## config.mk

```make
export PLATFORM = sky130hd
export DESIGN_NAME = command_line_argument_splitter_top
export DESIGN_NICKNAME = d
export VERILOG_FILES = /design/src/rtl/core/clas_pkg.sv /design/src/rtl/core/command_line_argument_splitter_top.sv
export SDC_FILE = /design/constraint.sdc
export NUM_CORES = 1
export LEC_CHECK = 0
export BUFFER_PORTS_ARGS = -buffer_cell sky130_fd_sc_hd__buf_2
export CELL_PAD_IN_SITES_DETAIL_PLACEMENT = 0
export CELL_PAD_IN_SITES_GLOBAL_PLACEMENT = 1
export CORE_ASPECT_RATIO = 1.4
export CORE_MARGIN = 2
export CORE_UTILIZATION = 35
export CTS_CLUSTER_DIAMETER = 100
export DETAILED_ROUTE_END_ITERATION = 10
export PLACE_DENSITY = 0.72
export SYNTH_ARGS = -nofsm -noshare
export SYNTH_HDL_FRONTEND = slang
export SYNTH_SLANG_ARGS = --single-unit
```

## constraint.sdc

```tcl
create_clock -name clk -period 7.3 [get_ports clk]
set_input_delay 0.365 -clock clk [delete_from_list [all_inputs] [get_ports clk]]
set_output_delay 0.365 -clock clk [all_outputs]
set_load 0.01 [all_outputs]
```

## src/rtl/core/clas_pkg.sv

```systemverilog
package clas_pkg;

  localparam int BYTE_W = 8;

  typedef logic [BYTE_W-1:0] byte_t;

  localparam byte_t CH_NUL       = 8'h00;
  localparam byte_t CH_TAB       = 8'h09;
  localparam byte_t CH_SPACE     = 8'h20;
  localparam byte_t CH_QUOTE     = 8'h22;
  localparam byte_t CH_BACKSLASH = 8'h5C;

  // third quote in a run gives a literal quote
  localparam logic [1:0] QUOTE_RUN_LIT = 2'd3;
  localparam logic [1:0] QUOTE_PAIR    = 2'd2;

endpackage

```

## src/rtl/core/command_line_argument_splitter_top.sv

```systemverilog
// A result word is registered on the output in the cycle after its byte is accepted.
// Throughput: one line byte per cycle; a byte is taken whenever the output register is empty
// or is being drained in the same cycle, so a stalled result only holds off the input.
// Bytes that give no result (backslashes, opening quotes, blanks between arguments) are still
// consumed as input. Reset (rst, synchronous) returns the splitter to the start of a line,
// empties the output register and clears all counts; each line end also restarts and clears.
module command_line_argument_splitter_top #(
  parameter int MAX_ARGS          = 255,
  parameter int MAX_BACKSLASH_RUN = 255
) (
  input  logic                 clk,
  input  logic                 rst,
  // input channel
  input  logic                 in_valid,
  output logic                 in_stall,
  input  clas_pkg::byte_t      line_byte,
  // output channel
  output logic                 out_valid,
  input  logic                 out_stall,
  output clas_pkg::byte_t      backslash_run,
  output clas_pkg::byte_t      out_byte,
  output logic                 byte_valid,
  output logic                 arg_end,
  output logic                 line_end,
  output clas_pkg::byte_t      arg_total,
  output logic                 empty_line
);

  // Widths of the running counts follow their saturation limits.
  localparam int BsW  = $clog2(MAX_BACKSLASH_RUN + 1);
  localparam int ArgW = $clog2(MAX_ARGS + 1);

  typedef enum logic [2:0] {
    PH_START,
    PH_FIRST_PLAIN,
    PH_FIRST_QUOTED,
    PH_BETWEEN,
    PH_ARG
  } phase_t;

  // Running state of the splitter
  phase_t          phase, phase_next;
  logic [BsW-1:0]  bs_count, bs_count_next;     // pending backslashes
  logic [1:0]      quote_count, quote_count_next;
  logic            in_quote_run, in_quote_run_next;
  logic [ArgW-1:0] args_seen, args_seen_next;

  // Result of the byte being accepted
  logic            emit;
  logic [BsW-1:0]  r_bs;
  clas_pkg::byte_t r_byte;
  logic            r_valid;
  logic            r_aend;
  logic            r_lend;
  logic [ArgW-1:0] r_total;
  logic            r_empty;

  // Later-argument view of the state: cleared when a new argument opens
  logic [BsW-1:0]  a_bs;
  logic [1:0]      a_qc;
  logic            a_run;
  logic [1:0]      qc_inc;
  logic [1:0]      qc_after;
  logic            is_blank;

  logic            accept;

  // Output register; it parts the two sides, so the input only waits on a held word.
  assign in_stall = out_valid && out_stall;
  assign accept   = in_valid && !in_stall;

  always_comb begin
    is_blank = line_byte inside {clas_pkg::CH_SPACE, clas_pkg::CH_TAB};

    phase_next        = phase;
    bs_count_next     = bs_count;
    quote_count_next  = quote_count;
    in_quote_run_next = in_quote_run;
    args_seen_next    = args_seen;

    emit    = 1'b0;
    r_bs    = '0;
    r_byte  = clas_pkg::CH_NUL;
    r_valid = 1'b0;
    r_aend  = 1'b0;
    r_lend  = 1'b0;
    r_total = '0;
    r_empty = 1'b0;

    // a new later argument starts from cleared backslash and quote state
    if (phase == PH_BETWEEN) begin
      a_bs  = '0;
      a_qc  = '0;
      a_run = 1'b0;
    end else begin
      a_bs  = bs_count;
      a_qc  = quote_count;
      a_run = in_quote_run;
    end
    qc_inc   = a_qc + 2'd1;
    // leaving a quote run: a pair of quotes closes the quoted section
    qc_after = (a_run && a_qc == clas_pkg::QUOTE_PAIR) ? 2'd0 : a_qc;

    case (phase)
      PH_START: begin
        if (line_byte == clas_pkg::CH_NUL) begin
          emit    = 1'b1;
          r_lend  = 1'b1;
          r_empty = 1'b1;
        end else begin
          args_seen_next = ArgW'(1);
          if (line_byte == clas_pkg::CH_QUOTE) begin
            phase_next = PH_FIRST_QUOTED;
          end else if (is_blank) begin
            phase_next = PH_BETWEEN;
            emit       = 1'b1;
            r_aend     = 1'b1;
          end else begin
            phase_next = PH_FIRST_PLAIN;
            emit       = 1'b1;
            r_byte     = line_byte;
            r_valid    = 1'b1;
          end
        end
      end

      PH_FIRST_PLAIN, PH_FIRST_QUOTED: begin
        emit = 1'b1;
        if (line_byte == clas_pkg::CH_NUL) begin
          r_aend  = 1'b1;
          r_lend  = 1'b1;
          r_total = args_seen;
        end else if ((phase == PH_FIRST_PLAIN && is_blank) ||
                     (phase == PH_FIRST_QUOTED && line_byte == clas_pkg::CH_QUOTE)) begin
          phase_next = PH_BETWEEN;
          r_aend     = 1'b1;
        end else begin
          r_byte  = line_byte;
          r_valid = 1'b1;
        end
      end

      PH_BETWEEN, PH_ARG: begin
        if (phase == PH_BETWEEN && line_byte == clas_pkg::CH_NUL) begin
          emit    = 1'b1;
          r_lend  = 1'b1;
          r_total = args_seen;
        end else if (phase == PH_BETWEEN && is_blank) begin
          emit = 1'b0;
        end else begin
          if (phase == PH_BETWEEN) begin
            phase_next = PH_ARG;
            if (args_seen < ArgW'(MAX_ARGS)) begin
              args_seen_next = args_seen + ArgW'(1);
            end
          end
          bs_count_next     = a_bs;
          quote_count_next  = a_qc;
          in_quote_run_next = a_run;

          if (line_byte == clas_pkg::CH_QUOTE) begin
            if (a_run) begin
              if (qc_inc == clas_pkg::QUOTE_RUN_LIT) begin
                quote_count_next = 2'd0;
                emit             = 1'b1;
                r_byte           = clas_pkg::CH_QUOTE;
                r_valid          = 1'b1;
              end else begin
                quote_count_next = qc_inc;
              end
            end else begin
              // backslashes before a quote are halved; an odd run escapes the quote
              in_quote_run_next = 1'b1;
              bs_count_next     = '0;
              r_bs              = a_bs >> 1;
              if (!a_bs[0]) begin
                quote_count_next = qc_inc;
                emit             = (r_bs != '0);
              end else begin
                emit    = 1'b1;
                r_byte  = clas_pkg::CH_QUOTE;
                r_valid = 1'b1;
              end
            end
          end else begin
            in_quote_run_next = 1'b0;
            quote_count_next  = qc_after;
            if (line_byte == clas_pkg::CH_NUL) begin
              emit    = 1'b1;
              r_bs    = a_bs;
              r_aend  = 1'b1;
              r_lend  = 1'b1;
              r_total = args_seen_next;
            end else if (is_blank && qc_after == 2'd0) begin
              bs_count_next = '0;
              phase_next    = PH_BETWEEN;
              emit          = 1'b1;
              r_bs          = a_bs;
              r_aend        = 1'b1;
            end else if (line_byte == clas_pkg::CH_BACKSLASH) begin
              if (a_bs < BsW'(MAX_BACKSLASH_RUN)) begin
                bs_count_next = a_bs + BsW'(1);
              end
            end else begin
              bs_count_next = '0;
              emit          = 1'b1;
              r_bs          = a_bs;
              r_byte        = line_byte;
              r_valid       = 1'b1;
            end
          end
        end
      end

      default: begin
        phase_next = PH_START;
      end
    endcase

    // every line end, and any stray phase code, starts a fresh line
    if (r_lend || phase_next == PH_START) begin
      phase_next        = PH_START;
      bs_count_next     = '0;
      quote_count_next  = '0;
      in_quote_run_next = 1'b0;
      args_seen_next    = '0;
    end
  end

  // Result fields are reported modulo 256.
  logic [31:0] bs_wide;
  logic [31:0] total_wide;
  assign bs_wide    = 32'(r_bs);
  assign total_wide = 32'(r_total);

  // state and result word; the payload is loaded only when a word is produced
  always_ff @(posedge clk) begin
    if (rst) begin
      phase        <= PH_START;
      bs_count     <= '0;
      quote_count  <= '0;
      in_quote_run <= 1'b0;
      args_seen    <= '0;
      out_valid    <= 1'b0;
    end else begin
      if (accept) begin
        phase        <= phase_next;
        bs_count     <= bs_count_next;
        quote_count  <= quote_count_next;
        in_quote_run <= in_quote_run_next;
        args_seen    <= args_seen_next;
      end
      if (accept && emit) begin
        out_valid     <= 1'b1;
        backslash_run <= bs_wide[7:0];
        out_byte      <= r_byte;
        byte_valid    <= r_valid;
        arg_end       <= r_aend;
        line_end      <= r_lend;
        arg_total     <= total_wide[7:0];
        empty_line    <= r_empty;
      end else if (!out_stall) begin
        out_valid <= 1'b0;
      end
    end
  end

  // At the start of a line nothing is carried over from the previous one.
  a_start_clear: assert property (@(posedge clk) disable iff (rst)
    phase == PH_START |-> (args_seen == '0 && bs_count == '0 && quote_count == 2'd0
                           && !in_quote_run))
    else $error("state not cleared at start of line");

  // Backslash runs only build up inside later arguments.
  a_first_no_bs: assert property (@(posedge clk) disable iff (rst)
    (phase == PH_FIRST_PLAIN || phase == PH_FIRST_QUOTED || phase == PH_BETWEEN)
      |-> bs_count == '0)
    else $error("pending backslashes outside a later argument");

  // A third quote always folds back to zero.
  a_qc_range: assert property (@(posedge clk) disable iff (rst)
    quote_count != clas_pkg::QUOTE_RUN_LIT)
    else $error("quote count reached three");

  // An empty line reports no arguments and no character.
  a_empty: assert property (@(posedge clk) disable iff (rst)
    out_valid && empty_line |-> (line_end && arg_total == '0 && !byte_valid && !arg_end))
    else $error("malformed empty-line word");

  // A word carrying no character shows a zero byte.
  a_nochar: assert property (@(posedge clk) disable iff (rst)
    out_valid && !byte_valid |-> out_byte == clas_pkg::CH_NUL)
    else $error("stray byte on word without character");

  // A produced word is never lost while the far side stalls.
  a_hold: assert property (@(posedge clk) disable iff (rst)
    out_valid && out_stall |=> out_valid)
    else $error("held word dropped");

endmodule
```

# Word-level counts from Yosys, hierarchy flattened

Cells that the tools add are included.

Add/sub/neg operators: 3
Order comparisons: 2
Equality and inequality tests: 16
Muxes and demuxes: 116
Bitwise logic cells: 2
Reductions and logical operators: 27

Operator list:

| cell                                                  | count |
|---|---|
| two-way mux 8 bit                                     | 38 |
| two-way mux 1 bit                                     | 45 |
| case mux 8 bit (2 select lines)                       | 2 |
| two-way mux 3 bit                                     | 10 |
| two-way mux 2 bit                                     | 12 |
| case mux 8 bit (3 select lines)                       | 1 |
| adder 8 x 1 -> 8 bit, second input constant           | 2 |
| == test 8 x 6 -> 1 bit, second input constant         | 2 |
| less-than comparator 8 bit, second input constant     | 2 |
| two-way mux 6 bit                                     | 2 |
| logical AND 1 bit                                     | 9 |
| inequality test 3 bit, second input constant          | 3 |
| case mux 1 bit (3 select lines)                       | 3 |
| case mux 3 bit (3 select lines)                       | 1 |
| == test 8 x 4 -> 1 bit, second input constant         | 1 |
| == test 8 x 7 -> 1 bit, second input constant         | 1 |
| logical NOT 8 bit                                     | 1 |
| nonzero test 8 bit                                    | 1 |
| two-way mux 7 bit                                     | 1 |
| == test 3 x 2 -> 1 bit, second input constant         | 2 |
| logical NOT 3 bit                                     | 2 |
| inequality test 2 x 1 -> 1 bit, second input constant | 3 |
| OR reduction 3 bit                                    | 2 |
| AND reduction 5 bit                                   | 1 |
| 14 further kinds                                      | 19 |

Register bits: 51
Bits of input ports: 12
Output and inout bits: 30
Logic and storage cells: 179

# Logic depth before layout (Yosys ltp)

Depth after elaboration: 17
Gate-level depth with buffers: 13
Mapped depth without buffers: 10

# Worst setup path before layout

OpenSTA, ideal clock, no wires.

Path type: register to register
Start point: register phase[2]
End point: register arg_end (enable)
Setup time: 0.456 ns
Arrival: 4.010 ns
Required time: 6.844 ns
Slack: 2.834 ns
Cell stages (with the launch flop): 12
Buffers on the path: 3
Clock period less this slack: 4.466 ns
Path through: dfxtp_1 > buf_4 > nand3b_1 > clkbuf_1 > clkbuf_1 > nand2_1 > inv_1 > ha_1 > nand2_1 > a211oi_1 > o22ai_1 > a211oi_1

Cells in the longest elaborated chain, start to end: 15
Elaborated cells on any way between the ends: 31
Classes of those cells: add/sub (1); eq/ne (6); mux (13); reduce/logical (11)

Ends and longest elaborated chain:

| element                                  | RTL line                                  | text |
|---|---|---|
| from (decl)                              | command_line_argument_splitter_top.sv:42  | `phase_t phase, phase_next;` |
| from (signal assigned)                   | command_line_argument_splitter_top.sv:247 | `phase <= phase_next;` |
| == test 3 x 2 -> 1 bit                   | n/a                                       |  |
| two-way mux 2 bit                        | command_line_argument_splitter_top.sv:91  | `if (phase == PH_BETWEEN) begin` |
| == test 2 bit                            | command_line_argument_splitter_top.sv:102 | `qc_after = (a_run && a_qc == clas_pkg::QUOTE_PAIR) ? 2'd0 : a_qc;` |
| logical AND 1 bit                        | command_line_argument_splitter_top.sv:102 |  |
| two-way mux 2 bit                        | command_line_argument_splitter_top.sv:102 |  |
| logical NOT 2 bit                        | command_line_argument_splitter_top.sv:194 | `end else if (is_blank && qc_after == 2'd0) begin` |
| logical AND 1 bit                        | command_line_argument_splitter_top.sv:194 |  |
| two-way mux 1 bit                        | command_line_argument_splitter_top.sv:194 |  |
| two-way mux 1 bit                        | command_line_argument_splitter_top.sv:188 | `if (line_byte == clas_pkg::CH_NUL) begin` |
| two-way mux 1 bit                        | command_line_argument_splitter_top.sv:161 | `if (line_byte == clas_pkg::CH_QUOTE) begin` |
| two-way mux 1 bit                        | command_line_argument_splitter_top.sv:148 | `end else if (phase == PH_BETWEEN && is_blank) begin` |
| two-way mux 1 bit                        | command_line_argument_splitter_top.sv:144 | `if (phase == PH_BETWEEN && line_byte == clas_pkg::CH_NUL) begin` |
| case mux 1 bit (3 select lines) (*)      | command_line_argument_splitter_top.sv:104 | `case (phase)` |
| logical AND 1 bit (*)                    | command_line_argument_splitter_top.sv:253 | `if (accept && emit) begin` |
| AND reduction 2 bit (no source line) (*) | n/a                                       |  |
| to (signal assigned)                     | command_line_argument_splitter_top.sv:258 | `arg_end <= r_aend;` |
| to (decl)                                | command_line_argument_splitter_top.sv:23  | `output logic arg_end,` |

Mark *: on every way between the ends. The rest lies on a longest branch, timed or not.
A chain may end at the register's enable or synchronous reset.

# Final worst setup path

Start point: register phase[2]
End point: register out_byte[0] (enable)

Cells in the longest elaborated chain, start to end: 15
Elaborated cells on any way between the ends: 31
Classes of those cells: add/sub (1); eq/ne (6); mux (13); reduce/logical (11)

Ends and longest elaborated chain:

| element                                  | RTL line                                  | text |
|---|---|---|
| == test 3 x 2 -> 1 bit                   | n/a                                       |  |
| two-way mux 2 bit                        | command_line_argument_splitter_top.sv:91  |  |
| == test 2 bit                            | command_line_argument_splitter_top.sv:102 |  |
| logical AND 1 bit                        | command_line_argument_splitter_top.sv:102 |  |
| two-way mux 2 bit                        | command_line_argument_splitter_top.sv:102 |  |
| logical NOT 2 bit                        | command_line_argument_splitter_top.sv:194 |  |
| logical AND 1 bit                        | command_line_argument_splitter_top.sv:194 |  |
| two-way mux 1 bit                        | command_line_argument_splitter_top.sv:194 |  |
| two-way mux 1 bit                        | command_line_argument_splitter_top.sv:188 |  |
| two-way mux 1 bit                        | command_line_argument_splitter_top.sv:161 |  |
| two-way mux 1 bit                        | command_line_argument_splitter_top.sv:148 |  |
| two-way mux 1 bit                        | command_line_argument_splitter_top.sv:144 |  |
| case mux 1 bit (3 select lines) (*)      | command_line_argument_splitter_top.sv:104 |  |
| logical AND 1 bit (*)                    | command_line_argument_splitter_top.sv:253 |  |
| AND reduction 2 bit (no source line) (*) | n/a                                       |  |
| to (signal assigned)                     | command_line_argument_splitter_top.sv:256 | `out_byte <= r_byte;` |
| to (decl)                                | command_line_argument_splitter_top.sv:21  | `output clas_pkg::byte_t out_byte,` |

Marked as above.

==> summary.txt <==
Floorplanning
  • Starting Density: 0.357
  • Die height: ~120 um
  • Row count: between 40 and 50
  • Die Span X: roughly 85 um
  • Num ports: between 40 and 50
  • Core area: between 8000 and 9000 sq um
  • Die area: approximately 10000 sq um

Final layout
  • Layout area overhead: 13.1%
  • Area of the multi-input gates: around 1800 sq um
  • ANT cells: 0
  • Final #Nets: a little over 400
  • Final instance area: approximately 3600 sq um
  • Reg area: 1300 sq um
  • Share of cells above drive strength 1: 0.201
  • Filler Cells Inserted: 899

Placed design
  • Hpwl dp: about 6500 um
  • Port bufs: ~40
  • GPL Wtd Cong: around 0.9
  • Placed inst area: 3460 sq um

Timing
  • RSZ-0062 raised after global routing: no
  • Actual slew at the worst max-slew pin: between 0.8 and 0.9 ns
  • Setup violators final: 0
  • Final Max Slew Viols: 0
  • Peak Freq: between 0.3 and 0.4 GHz
  • Fin. Hold Viols: 0
  • Setup TNS: 0 ns
  • Slew margin rel.: 0.435
  • Clk_skew: between 0.007 and 0.008 ns
  • Post-layout min period: around 3.0 ns
  • Fin crit share: 0.417

Worst setup path
  • Buffer and inverter count on the worst path: 3
  • Crit path max-delay family: buffers and inverters
  • Slowest stage delay, CP: between 0.6 and 0.7 ns
  • Crit start category: flip-flop
  • CP Data Required Time: between 7 and 8 ns
  • Critical path depth: 10
  • R2R depth: 10
  • CP Cell Sequence: nand3b_1 -> buf_4 -> nand2_1 -> inv_1 -> ha_1 -> nand2_1 -> a211oi_1 -> o22ai_1 -> a211oi_4 -> buf_4
  • Crit Path Category: reg2reg
  • Worst path arrival time: between 3 and 4 ns
  • Max stage delay cell, worst path: dfxtp_1
  • Crit. End Element: flip-flop
  • Critical path peak fanout: 29

Power
  • Pleak: 1.30 nW
  • Share of total power in the clock network: 0.423
  • PwrDens: between 150 and 200 nW/um^2
  • Psw: roughly 0.15 mW
  • Seq pwr share: 0.505
  • Combinational power share: 0.073
  • Internal: between 0.4 and 0.5 mW
  • Maximum VDD drop: approximately 0.00012 V
  • Sw Share: 0.237

GRT
  • All-Layer GR Usage: 0.185
  • Largest net degree at the start of global routing: 30
  • Initial antenna violation count: 0
  • Grt total ovfl: 0
  • First-pass GRT wire length: 14500 um
  • Number of global-route vias before repair: 2778

Clocking
  • Hold bufs inserted after CTS: 0
  • Root buffer cell: clkbuf_16
  • # resized after CTS: 0
  • Max clock buf depth: 2
  • H-tree levels: 2
  • TritonCTS clock tree: done
  • Setup bufs post-CTS: 0
  • Worst skew pair latency: ~0.30 ns
  • TritonCTS Buffers: 5
  • Clock sink count: 51
  • Worst-path clk slew: ~0.070 ns

Detailed routing
  • Routed len/inst: approximately 18 um
  • DRT iter0 DRCs: 228
  • WL final: between 8000 and 9000 um
  • Via density: 5.88
  • Antenna Nets Post-Route: 0
  • DRC violations left: 0
  • TritonRoute pass-1 iters: 4
  • Vias: between 2000 and 3000

Logic synthesis
  • Syn avg cell area: approximately 8.7 sq um
  • Sequential area share after synthesis: 0.406
  • #FFs+latches synth: 51
  • Syn nets: a little under 400
  • Post-Synthesis Cell Area: 3210 sq um
  • Yosys cell types: 63
  • Asr flop ratio synth: 0
  • Top FF cell, synth: edfxtp_1
  • Cells after Synth: 370
  • Post-synth EDFFs: 28
  • Yosys warnings: 0

Run
  • Max-Cap Viols: 0

Run status
  • Status: completed

Min path
  • Hold Crit Class: in2reg
  • Min-Delay Path Depth: 3
per-layer routing:
metal | up-vias | global-route usage | part of all wire
li1 | 1442 | - | -
met1 | 1415 | 0.224 | 0.42
met2 | 73 | 0.330 | 0.52
met3 | 17 | 0.0252 | 0.037
met4 | 0 | 0.0730 | 0.026
met5 | - | 0 | 0
registers in the layout (all words and copies together), names as in the netlist, 2 cells and up:
| register | cells |
|---|---|
| arg_total | 8 |
| args_seen | 8 |
| backslash_run | 8 |
| bs_count | 8 |
| out_byte | 8 |
| phase | 3 |
| quote_count | 2 |
synthesized netlist by cell type, drive strengths merged, types with 2 or more instances:
| library cell | instances | area (sq um) |
|---|---|---|
| nor2b | 8 | 50.1 |
| o41ai | 2 | 17.5 |
| nand2b | 7 | 43.8 |
| a41oi | 4 | 35.0 |
| nor2 | 36 | 140 |
| nor3b | 2 | 26.3 |
| and3 | 6 | 38.8 |
| inv | 7 | 26.3 |
| ha | 5 | 62.6 |
| o21ai | 15 | 75.1 |
| o21a | 2 | 15.0 |
| o22ai | 2 | 18.8 |
| o21bai | 4 | 30.0 |
| a21oi | 30 | 173 |
| nand3b | 2 | 15.0 |
| or3 | 7 | 63.8 |
| a21o | 7 | 55.1 |
| nor4 | 5 | 31.3 |
| buf | 8 | 45.0 |
| a22o | 4 | 38.8 |
| or4 | 2 | 15.0 |
| clkbuf | 20 | 75.1 |
| a22oi | 9 | 67.6 |
| a41o | 3 | 30.0 |
| dfxtp | 23 | 460 |
| a211oi | 9 | 67.6 |
| or2 | 2 | 12.5 |
| a31oi | 7 | 43.8 |
| nand3 | 11 | 55.1 |
| and2 | 9 | 56.3 |
| and3b | 2 | 17.5 |
| a32oi | 2 | 17.5 |
| nand4 | 7 | 43.8 |
| nor3 | 18 | 95.1 |
| nand2 | 38 | 143 |
| edfxtp | 28 | 841 |
worst reg2reg max path: stages (launching register included):
cell and delay [ns]:
dfxtp_1 0.66, nand3b_1 0.18, buf_4 0.32, nand2_1 0.16, inv_1 0.10, ha_1 0.16, nand2_1 0.08, a211oi_1 0.23
o22ai_1 0.18, a211oi_4 0.25, buf_4 0.36
worst paths after layout:
path / end / slack (ns) / start
worst max-delay path: out_byte[0]$_DFFE_PP_ / 4.25 / phase[2]$_SDFFE_PP0P_
worst min register to register: quote_count[0]$_SDFFE_PP0P_ / 0.50 / quote_count[0]$_SDFFE_PP0P_
worst max register to register: out_byte[0]$_DFFE_PP_ / 4.25 / phase[2]$_SDFFE_PP0P_
worst min-delay path: out_valid$_SDFFE_PP0P_ / 0.41 / out_stall
power by group through the flow:
| stage | clock [mW] | sequential, mW | combinational (mW) |
|---|---|---|---|
| 2_1_floorplan | 0 | 0.323 | 0.0239 |
| 3_3_place_gp | 0 | 0.320 | 0.0453 |
| 3_5_place_dp | 0 | 0.320 | 0.0453 |
| 4_1_cts | 0.268 | 0.314 | 0.0454 |
| 5_1_grt | 0.279 | 0.315 | 0.0502 |
| 6_report | 0.263 | 0.314 | 0.0451 |
cells in the final DEF, fill, tap and decap left out, drive strengths merged, types with 7 or more instances in the layout:
| cell | n |
|---|---|
| a211oi | 9 |
| a21o | 7 |
| a21oi | 30 |
| a22oi | 9 |
| a31oi | 7 |
| and2 | 9 |
| buf | 44 |
| dfxtp | 23 |
| edfxtp | 28 |
| inv | 8 |
| nand2 | 38 |
| nand2b | 7 |
| nand3 | 11 |
| nand4 | 7 |
| nor2 | 36 |
| nor2b | 8 |
| nor3 | 18 |
| o21ai | 15 |
| or3 | 7 |
cells by family after synthesis:
| group | count (synthesis) | synth area share |
|---|---|---|
| fa+ha+maj | 5 | 0.0195 |
| xor+xnor | 1 | 0.00273 |
| compound gates | 112 | 0.250 |
| flops | 51 | 0.406 |
| simple gates | 165 | 0.273 |
| mux | 1 | 0.00351 |
| buf+inv | 35 | 0.0456 |
stage by stage:
step | hold WS, ns | power, mW | setup slack (ns) | instances | util
floorplan | 0.463 | 0.347 | 2.83 | 370 | -
global placement | 0.489 | 0.366 | 4.39 | 493 | 0.386
detailed placement | 0.492 | 0.366 | 4.29 | 493 | 0.386
CTS | 0.406 | 0.628 | 4.28 | 501 | 0.404
global route | 0.434 | 0.644 | 3.99 | 501 | 0.404
finish | 0.409 | 0.622 | 4.25 | 501 | 0.404
final cells by class:
cell class	instances	share of cell area
timing repair buffer	44	0.0628
sequential	51	0.359
tap	107	0.0369
inverter	7	0.00724
clock buffer	6	0.0414
clock inverter	2	0.00448
multi-input combinational	284	0.489
No activity file was read; power rests on OpenSTA's default activity.
